### config.mk
export PLATFORM = sky130hd
export DESIGN_NAME = pulse_period_debounce_average_top
export DESIGN_NICKNAME = d
export VERILOG_FILES = /design/src/rtl/ppda_pkg.sv /design/src/rtl/ppda_front.sv /design/src/rtl/ppda_queue.sv /design/src/rtl/ppda_div.sv /design/src/rtl/ppda_back.sv /design/src/rtl/pulse_period_debounce_average_top.sv
export SDC_FILE = /design/constraint.sdc
export NUM_CORES = 1
export LEC_CHECK = 0
export BUFFER_PORTS_ARGS = -buffer_cell sky130_fd_sc_hd__buf_2
export CAP_MARGIN = 30
export CORE_UTILIZATION = 55
export DETAILED_ROUTE_END_ITERATION = 8
export HOLD_SLACK_MARGIN = 0.12
export PLACE_DENSITY = 0.76
export SLEW_MARGIN = 20
export SYNTH_ARGS = -nofsm -noshare
export SYNTH_HDL_FRONTEND = slang
export SYNTH_SLANG_ARGS = --single-unit
### constraint.sdc
create_clock -name clk -period 11.4 [get_ports clk]
set_input_delay 0.57 -clock clk [delete_from_list [all_inputs] [get_ports clk]]
set_output_delay 0.57 -clock clk [all_outputs]
set_load 0.01 [all_outputs]
### src/rtl/ppda_pkg.sv
package ppda_pkg;

  localparam int RING_LENGTH_DEF = 10;
  localparam int QUEUE_DEPTH     = 2;
  localparam int CFG_W           = 32;
  localparam int CAP_W           = 16;
  localparam int OVF_W           = 16;
  localparam int TIME_W          = 32;
  localparam int FILL_W          = 4;
  localparam int IN_DATA_W       = 16;
  localparam int OUT_DATA_W      = 136;

  localparam logic [CFG_W-1:0] MIN_INTERVAL_RST = 32'd12500;

  typedef enum logic {
    CMD_TICK    = 1'b0,
    CMD_CAPTURE = 1'b1
  } ppda_cmd_t;

  typedef struct packed {
    logic              is_capture;
    logic              accepted;
    logic [TIME_W-1:0] delta;
  } ppda_item_t;

endpackage

### src/rtl/ppda_front.sv
module ppda_front
  import ppda_pkg::*;
(
  input  logic                 clk,
  input  logic                 rst_n,
  input  logic                 cfg_valid,
  output logic                 cfg_ready,
  input  logic [CFG_W-1:0]     cfg_data,
  input  logic                 in_tvalid,
  output logic                 in_tready,
  input  logic [IN_DATA_W-1:0] in_tdata,
  input  logic                 in_tuser,
  input  logic                 q_full,
  output logic                 q_push,
  output ppda_item_t           q_item
);

  logic [CFG_W-1:0]  min_r;
  logic [OVF_W-1:0]  ovf_r;
  logic [TIME_W-1:0] prev_r;
  logic [TIME_W-1:0] now_w;
  logic [TIME_W-1:0] delta_w;
  logic              is_cap_w;

  assign cfg_ready = 1'b1;
  assign in_tready = !q_full;
  assign q_push    = in_tvalid && in_tready;

  assign is_cap_w = (ppda_cmd_t'(in_tuser) == CMD_CAPTURE);
  assign now_w    = {ovf_r, in_tdata[CAP_W-1:0]};
  assign delta_w  = now_w - prev_r;

  always_comb begin
    q_item.is_capture = is_cap_w;
    q_item.accepted   = is_cap_w && (delta_w >= min_r);
    q_item.delta      = is_cap_w ? delta_w : '0;
  end

  always_ff @(posedge clk) begin
    if (!rst_n) begin
      min_r  <= MIN_INTERVAL_RST;
      ovf_r  <= '0;
      prev_r <= '0;
    end else begin
      if (cfg_valid && cfg_ready) begin
        min_r <= cfg_data;
      end
      if (q_push) begin
        if (is_cap_w) begin
          prev_r <= now_w;
        end else begin
          ovf_r <= ovf_r + OVF_W'(1);
        end
      end
    end
  end

endmodule

### src/rtl/ppda_queue.sv
module ppda_queue
  import ppda_pkg::*;
(
  input  logic       clk,
  input  logic       rst_n,
  input  logic       push,
  input  ppda_item_t push_item,
  output logic       full,
  input  logic       pop,
  output logic       pop_valid,
  output ppda_item_t pop_item
);

  localparam int PTR_W = (QUEUE_DEPTH > 1) ? $clog2(QUEUE_DEPTH) : 1;
  localparam int CNT_W = $clog2(QUEUE_DEPTH + 1);

  ppda_item_t       slot_r [QUEUE_DEPTH];
  logic [PTR_W-1:0] wr_ptr_r;
  logic [PTR_W-1:0] rd_ptr_r;
  logic [CNT_W-1:0] cnt_r;

  assign full      = (cnt_r == CNT_W'(QUEUE_DEPTH));
  assign pop_valid = (cnt_r != '0);
  assign pop_item  = slot_r[rd_ptr_r];

  function automatic logic [PTR_W-1:0] ptr_inc(input logic [PTR_W-1:0] p);
    ptr_inc = (p == PTR_W'(QUEUE_DEPTH - 1)) ? '0 : p + PTR_W'(1);
  endfunction

  always_ff @(posedge clk) begin
    if (!rst_n) begin
      wr_ptr_r <= '0;
      rd_ptr_r <= '0;
      cnt_r    <= '0;
    end else begin
      if (push && !full) begin
        slot_r[wr_ptr_r] <= push_item;
        wr_ptr_r         <= ptr_inc(wr_ptr_r);
      end
      if (pop && pop_valid) begin
        rd_ptr_r <= ptr_inc(rd_ptr_r);
      end
      unique case ({push && !full, pop && pop_valid})
        2'b10:   cnt_r <= cnt_r + CNT_W'(1);
        2'b01:   cnt_r <= cnt_r - CNT_W'(1);
        default: cnt_r <= cnt_r;
      endcase
    end
  end

endmodule

### src/rtl/ppda_div.sv
module ppda_div #(
  parameter int NW = 36,
  parameter int DW = 4
) (
  input  logic          clk,
  input  logic          rst_n,
  input  logic          start,
  input  logic [NW-1:0] dividend,
  input  logic [DW-1:0] divisor,
  output logic          done,
  output logic [NW-1:0] quotient
);

  localparam int CNT_W = $clog2(NW + 1);

  logic [NW-1:0]    q_r;
  logic [DW-1:0]    rem_r;
  logic [DW-1:0]    dsr_r;
  logic [CNT_W-1:0] cnt_r;
  logic             busy_r;
  logic             done_r;
  logic [DW:0]      shifted;
  logic             ge;
  logic [DW:0]      diff;

  assign shifted  = {rem_r, q_r[NW-1]};
  assign ge       = (shifted >= {1'b0, dsr_r});
  assign diff     = shifted - {1'b0, dsr_r};
  assign done     = done_r;
  assign quotient = q_r;

  always_ff @(posedge clk) begin
    if (!rst_n) begin
      busy_r <= 1'b0;
      done_r <= 1'b0;
      cnt_r  <= '0;
    end else begin
      done_r <= 1'b0;
      if (start) begin
        busy_r <= 1'b1;
        cnt_r  <= CNT_W'(NW);
        q_r    <= dividend;
        rem_r  <= '0;
        dsr_r  <= divisor;
      end else if (busy_r) begin
        q_r   <= {q_r[NW-2:0], ge};
        rem_r <= ge ? diff[DW-1:0] : shifted[DW-1:0];
        cnt_r <= cnt_r - CNT_W'(1);
        if (cnt_r == CNT_W'(1)) begin
          busy_r <= 1'b0;
          done_r <= 1'b1;
        end
      end
    end
  end

endmodule

### src/rtl/ppda_back.sv
module ppda_back
  import ppda_pkg::*;
#(
  parameter int RING_LENGTH = RING_LENGTH_DEF
) (
  input  logic                  clk,
  input  logic                  rst_n,
  input  logic                  q_valid,
  input  ppda_item_t            q_item,
  output logic                  q_pop,
  output logic                  out_tvalid,
  input  logic                  out_tready,
  output logic [OUT_DATA_W-1:0] out_tdata
);

  localparam int CW     = $clog2(RING_LENGTH + 1);
  localparam int SLOT_W = (RING_LENGTH > 1) ? $clog2(RING_LENGTH) : 1;
  localparam int SW     = TIME_W + CW;
  localparam int PAD_W  = OUT_DATA_W - (3 * TIME_W + TIME_W + 1 + FILL_W + 1);

  typedef enum logic [2:0] {
    S_IDLE,
    S_RD,
    S_MEAN,
    S_DIV,
    S_OUT
  } state_t;

  state_t            state_r;
  ppda_item_t        item_r;
  logic [TIME_W-1:0] ring_mem [RING_LENGTH];
  logic [TIME_W-1:0] rd_data_r;
  logic [RING_LENGTH-1:0] valid_r;
  logic [SLOT_W-1:0] slot_r;
  logic [CW-1:0]     fill_r;
  logic [CW-1:0]     nonzero_r;
  logic [SW-1:0]     sum_r;
  logic [TIME_W-1:0] hit_r;
  logic [TIME_W-1:0] last_r;
  logic [TIME_W-1:0] mean_r;
  logic              out_valid_r;
  logic [OUT_DATA_W-1:0] out_data_r;

  logic [TIME_W-1:0] old_w;
  logic [SW-1:0]     sum_nxt;
  logic [CW-1:0]     nonzero_nxt;
  logic              div_start;
  logic              div_done;
  logic [SW-1:0]     div_q;

  assign q_pop      = (state_r == S_IDLE) && q_valid;
  assign out_tvalid = out_valid_r;
  assign out_tdata  = out_data_r;
  assign div_start  = (state_r == S_MEAN) && (nonzero_r != '0);

  assign old_w = valid_r[slot_r] ? rd_data_r : '0;

  always_comb begin
    sum_nxt     = sum_r - SW'(old_w) + SW'(item_r.delta);
    nonzero_nxt = nonzero_r - CW'(old_w != '0) + CW'(item_r.delta != '0);
  end

  ppda_div #(
    .NW(SW),
    .DW(CW)
  ) u_div (
    .clk     (clk),
    .rst_n   (rst_n),
    .start   (div_start),
    .dividend(sum_r),
    .divisor (nonzero_r),
    .done    (div_done),
    .quotient(div_q)
  );

  always_ff @(posedge clk) begin
    rd_data_r <= ring_mem[slot_r];
    if (state_r == S_RD) begin
      ring_mem[slot_r] <= item_r.delta;
    end
  end

  always_ff @(posedge clk) begin
    if (!rst_n) begin
      state_r     <= S_IDLE;
      valid_r     <= '0;
      slot_r      <= '0;
      fill_r      <= '0;
      nonzero_r   <= '0;
      sum_r       <= '0;
      hit_r       <= '0;
      last_r      <= '0;
      out_valid_r <= 1'b0;
    end else begin
      if (out_valid_r && out_tready && (state_r != S_OUT)) begin
        out_valid_r <= 1'b0;
      end
      unique case (state_r)
        S_IDLE: begin
          if (q_valid) begin
            item_r  <= q_item;
            state_r <= q_item.accepted ? S_RD : S_MEAN;
          end
        end
        S_RD: begin
          valid_r[slot_r] <= 1'b1;
          sum_r           <= sum_nxt;
          nonzero_r       <= nonzero_nxt;
          slot_r          <= (slot_r == SLOT_W'(RING_LENGTH - 1)) ? '0 : slot_r + SLOT_W'(1);
          if (fill_r != CW'(RING_LENGTH)) begin
            fill_r <= fill_r + CW'(1);
          end
          hit_r   <= hit_r + TIME_W'(1);
          last_r  <= item_r.delta;
          state_r <= S_MEAN;
        end
        S_MEAN: begin
          if (nonzero_r == '0) begin
            mean_r  <= '0;
            state_r <= S_OUT;
          end else begin
            state_r <= S_DIV;
          end
        end
        S_DIV: begin
          if (div_done) begin
            mean_r  <= div_q[TIME_W-1:0];
            state_r <= S_OUT;
          end
        end
        S_OUT: begin
          if (!out_valid_r || out_tready) begin
            out_valid_r <= 1'b1;
            out_data_r  <= {{PAD_W{1'b0}}, mean_r, (fill_r == CW'(RING_LENGTH)),
                            FILL_W'(fill_r), hit_r, last_r, item_r.delta, item_r.accepted};
            state_r     <= S_IDLE;
          end
        end
        default: state_r <= S_IDLE;
      endcase
    end
  end

`ifndef SYNTH
  a_fill_bound: assert property (@(posedge clk) disable iff (!rst_n)
    fill_r <= CW'(RING_LENGTH))
    else $error("fill count beyond ring length");
  a_nonzero_le_fill: assert property (@(posedge clk) disable iff (!rst_n)
    nonzero_r <= fill_r)
    else $error("nonzero count exceeds fill count");
  a_sum_zero: assert property (@(posedge clk) disable iff (!rst_n)
    (nonzero_r == '0) |-> (sum_r == '0))
    else $error("period sum nonzero with no nonzero entries");
  a_acc_fill: assert property (@(posedge clk) disable iff (!rst_n)
    (out_valid_r && out_data_r[0]) |-> (fill_r != '0))
    else $error("accepted word reported with empty ring");
`endif

endmodule

### src/rtl/pulse_period_debounce_average_top.sv
// Path: a stored edge runs S_IDLE, S_RD, S_MEAN, S_DIV and S_OUT; other words skip S_RD,
//   and S_DIV is skipped when no nonzero period is held. SW = 32 + clog2(RING_LENGTH+1),
//   36 by default, sizes the one-bit-per-cycle restoring divider for the mean. The back
//   takes one word at a time, an untaken result word holds it; the two-word queue takes words ahead.
// Reset: synchronous, active low; all counters, sums and the ring valid bits clear at once,
//   no clearing pass, and the debounce register returns to 12500.
module pulse_period_debounce_average_top
  import ppda_pkg::*;
#(
  parameter int RING_LENGTH = RING_LENGTH_DEF
) (
  input  logic                  clk,
  input  logic                  rst_n,
  input  logic                  cfg_valid,
  output logic                  cfg_ready,
  input  logic [CFG_W-1:0]      cfg_data,      // min_interval_ticks
  input  logic                  in_tvalid,
  output logic                  in_tready,
  input  logic [IN_DATA_W-1:0]  in_tdata,      // [15:0] capture_value
  input  logic                  in_tuser,      // [0] cmd
  output logic                  out_tvalid,
  input  logic                  out_tready,
  // [0] accepted, [32:1] edge_delta, [64:33] latest_period, [96:65] accepted_count,
  // [100:97] fill_level, [101] ring_full, [133:102] mean_period, [135:134] zero
  output logic [OUT_DATA_W-1:0] out_tdata
);

  logic       q_full;
  logic       q_push;
  ppda_item_t q_in;
  logic       q_pop;
  logic       q_valid;
  ppda_item_t q_out;

  ppda_front u_front (
    .clk      (clk),
    .rst_n    (rst_n),
    .cfg_valid(cfg_valid),
    .cfg_ready(cfg_ready),
    .cfg_data (cfg_data),
    .in_tvalid(in_tvalid),
    .in_tready(in_tready),
    .in_tdata (in_tdata),
    .in_tuser (in_tuser),
    .q_full   (q_full),
    .q_push   (q_push),
    .q_item   (q_in)
  );

  ppda_queue u_queue (
    .clk      (clk),
    .rst_n    (rst_n),
    .push     (q_push),
    .push_item(q_in),
    .full     (q_full),
    .pop      (q_pop),
    .pop_valid(q_valid),
    .pop_item (q_out)
  );

  ppda_back #(
    .RING_LENGTH(RING_LENGTH)
  ) u_back (
    .clk       (clk),
    .rst_n     (rst_n),
    .q_valid   (q_valid),
    .q_item    (q_out),
    .q_pop     (q_pop),
    .out_tvalid(out_tvalid),
    .out_tready(out_tready),
    .out_tdata (out_tdata)
  );

endmodule
==> metrics.md <==
| Metric | Value |
|---|---|
| Die outline height | `264.6 um` |
| Power per unit of standard cell area | `244.6 nW/um^2` |
| Synth-to-layout area growth | `13.03%` |
| Count of buffers inserted at the top-level ports | `189` |
| Max-slew headroom at the worst pin | `0.3206` |
| Minimum period implied by the final worst setup slack | `4.761 ns` |
| Main synth FF type | `sky130_fd_sc_hd__edfxtp_1` |
| Max Used Layer | `met5` |
| Post-Layout Cell Count | `4105` |
| Ys async rst share | `0` |
| Sinks on Clock Net | `880` |
| First-iteration detailed-routing DRC count | `2054` |
| Final #Nets | `3361` |
| Post-CTS Hold Buffers | `0` |
| Largest stage delay on the critical path | `0.53 ns` |
| Critical Path Slowest Stage Cell | `sky130_fd_sc_hd__mux4_2` |
| Static Leakage | `15.79 nW` |
| Antenna violations before repair | `1` |
| Maximum Capacitance Violations | `0` |
| Util after Layout | `0.6329` |
| Met3 wire length | `5569 um` |
| Rows | `95` |
| Power Total | `10.49 mW` |
| Sum of overflow across all layers after global routing | `0` |
| Wire length after detailed routing | `89350 um` |
| Setup Crit Path Kind | `flop to flop` |
| RD Place Congestion | `0.8863` |
| Clock slew at reported path FFs | `0.06 ns` |
| Cell breakdown of the critical path | `mux4_2 > mux2i_1 > o21ai_1 > buf_4 > and2_1 > ha_1 > inv_1 > ha_1 > inv_1 > fa_1 > nor2b_1 > o211ai_1 > a2bb2oi_2 > a21oi_2 > o31ai_2 > a311oi_1 > or4_1 > o311ai_1` |
| Nature of the critical path startpoint | `flop` |
| Number of fill cells in the layout | `5010` |
| Vias in the first global route | `23850` |
| Number of enable-type register cells in the synthesized netlist | `629` |
| Area used by multi-input combinational logic | `12720 sq um` |
| Clock buffer count from CTS | `87` |
| Clock tree root buffer cell | `sky130_fd_sc_hd__clkbuf_16` |
| Final number of max-transition violations | `0` |
| Mean instance size in the synthesized netlist | `12.78 sq um` |
| Pin count of the biggest net entering global routing | `74` |
| Peak supply drop | `0.1341 mV` |
| Flip-flop and latch area | `23920 sq um` |
| Synth warn | `0` |
| Share of layout cells above drive strength 1 | `0.1575` |
| Area of the core | `67750 sq um` |
| First-pass detailed-route iteration total | `5` |
| Combined area of all synthesized cells | `37940 sq um` |
| Number of endpoints with negative hold slack in the final report | `0` |
| Floorplan die area | `70030 sq um` |
| Vias after detailed routing | `23940` |
| Die boundary width | `264.6 um` |
| Cts repair resizes | `0` |
| Data arrival, critical path | `5.29 ns` |
| Worst slew pin tran | `1.010 ns` |
| Clock H-tree levels | `3` |
| Req. time, crit path | `11.93 ns` |
| Post-CTS Repair Setup Buffers | `0` |
| Ant. Diodes | `0` |
| Effective utilization at floorplan | `0.5599` |
| Num ports | `193` |
| Sequential element share of the synthesized area | `0.6303` |
| Wl on met1 | `36900 um` |
| Tcrit/Tclk final | `0.4176` |
| Global-route wire length before repair | `137200 um` |
| Setup repair after global routing missed its margin | `false` |
| Source-to-sink clock delay at the later pin of the worst-skew pair | `0.65 ns` |
| Largest driver fanout on the critical path | `33` |
| Highest Clock Rate | `210.0 MHz` |
| Via density per instance | `5.832` |
| Count of endpoints failing setup in the final report | `0` |
| Library cells used by synthesis | `82` |
| Most used cells in the layout excluding fill and tap cells | `sky130_fd_sc_hd__edfxtp_1 (629), sky130_fd_sc_hd__nand2_1 (283), sky130_fd_sc_hd__dfxtp_1 (247)` |
| CTS tree | `built` |
| DP Wirelength | `59000 um` |
| Average detailed-routed wire length per instance | `21.77 um` |
| Class of the worst hold path | `primary input to flop` |
| Total routing resource utilization after global routing | `0.2550` |
| Most common cell after layout, fill and taps aside | `sky130_fd_sc_hd__edfxtp_1` |
| Total Neg Setup Slack | `0 ns` |
| Cell count after placement | `3938` |
| Flip-flop and latch count after synthesis | `880` |
| Worst setup EP type | `flop` |
| DRC errors left | `0` |
| Worst setup skew after layout | `0.02869 ns` |
| Dpl cell area | `39940 sq um` |
| Design Area, Final | `42880 sq um` |
| Instance count of the mapped netlist | `2968` |
| Met2 Wirelength | `43920 um` |
| Post-route antenna net violation count | `0` |
| Run status | `finished clean` |
| Maximum clock insertion buffer count | `3` |
flip-flops by register name, summed over array words and instances (netlist names), 32 cells and up, named ones only:
signal                 cells
u_queue.slot_r            66
u_back.hit_r              32
u_front.prev_r            32
u_back.u_div.quotient     36
u_back.last_r             32
u_back.sum_r              36
u_front.min_r             32
u_back.rd_data_r          32
u_back.item_r             33
u_back.ring_mem          320
u_back.out_tdata         134
u_back.mean_r             32
worst paths after layout:
path / startpoint / end / slack [ns] / depth (start not counted)
hold reg to reg: u_back.item_r[32] / u_back.out_tdata[0] / 0.42 / 0
hold / removal: cfg_data[13] / u_front.min_r[13] / 0.15 / 3
setup / recovery: u_back.slot_r[0] / u_back.sum_r[32] / 6.64 / 18
setup reg to reg: u_back.slot_r[0] / u_back.sum_r[32] / 6.64 / 18
report_power, final:
group	internal (mW)	leakage (nW)	switching [mW]	total (mW)
Clock	1.67	1.38	1.20	2.87
Sequential	3.91	7.78	0.332	4.25
Combinational	1.34	6.62	2.03	3.37
Total	6.92	15.8	3.57	10.5
cells by family (layout without fill, tap and decap cells):
logic type | count (synthesis) | count (layout) | synth area share
DFF | 880 | 880 | 0.6303
and+or+nand+nor | 814 | 814 | 0.1045
AOI/OAI and AO/OA | 492 | 492 | 0.08173
buffers and inverters | 361 | 624 | 0.03644
muxes | 164 | 164 | 0.06619
adders and majority gates | 150 | 150 | 0.05640
xor gates and xnor gates | 105 | 105 | 0.02424
other | 2 | 3 | 0.0001980
worst max-delay path: cells and delay by family (launching register included):
| family | cells | cell delay [ns] |
|---|---|---|
| AO/OA/AOI/OAI | 7 | 1.34 |
| AND/OR/NAND/NOR | 3 | 0.79 |
| flip-flops | 1 | 0.52 |
| buffers and inverters | 3 | 0.40 |
| adder cells (fa/ha/maj) | 3 | 0.87 |
| multiplexers | 2 | 0.70 |
through the flow:
stage | hold slack [ns] | setup WS [ns]
floorplan | 0.4003 | 4.285
global placement | 0.4012 | 6.869
detailed placement | 0.4045 | 6.728
CTS | 0.1216 | 6.676
global route | 0.1525 | 6.409
finish | 0.1473 | 6.639
routing by layer:
| layer | global-route usage | up-vias |
|---|---|---|
| met3 | 0.03595 | 174 |
| met4 | 0.09067 | 2 |
| met5 | 0 | - |
| met2 | 0.4346 | 883 |
| li1 | - | 11060 |
| met1 | 0.3344 | 11820 |
Yosys cell counts (33+ instances only):
cell type / n / area [sq um]
sky130_fd_sc_hd__fa_1: 35 / 700.7
sky130_fd_sc_hd__dfxtp_1: 251 / 5025
sky130_fd_sc_hd__xor2_1: 53 / 464.2
sky130_fd_sc_hd__edfxtp_1: 629 / 18890
sky130_fd_sc_hd__mux2i_1: 63 / 630.6
sky130_fd_sc_hd__clkbuf_1: 111 / 416.7
sky130_fd_sc_hd__o21ai_0: 104 / 520.5
sky130_fd_sc_hd__a21o_1: 52 / 390.4
sky130_fd_sc_hd__nor2_1: 159 / 596.8
sky130_fd_sc_hd__ha_1: 115 / 1439
sky130_fd_sc_hd__nand3_1: 42 / 210.2
sky130_fd_sc_hd__xnor2_1: 52 / 455.4
sky130_fd_sc_hd__and3_1: 55 / 344.1
sky130_fd_sc_hd__inv_1: 221 / 829.6
sky130_fd_sc_hd__a21oi_1: 179 / 895.9
sky130_fd_sc_hd__nand4_1: 33 / 206.5
sky130_fd_sc_hd__mux4_2: 66 / 1486
sky130_fd_sc_hd__a211oi_1: 45 / 337.8
sky130_fd_sc_hd__and2_1: 94 / 588.1
sky130_fd_sc_hd__nand2_1: 285 / 1070
sky130_fd_sc_hd__mux2_2: 34 / 382.9
sky130_fd_sc_hd__nor2b_1: 49 / 306.5
layout make-up:
cell class | count | area share
Clock buffer | 128 | 0.05649
Inverter | 221 | 0.01946
Timing Repair Buffer | 239 | 0.03361
Sequential cell | 880 | 0.5578
Tap cell | 873 | 0.02547
Clock inverter | 36 | 0.01050
Multi-Input combinational cell | 1728 | 0.2966
No activity file was read; power rests on OpenSTA's default activity.
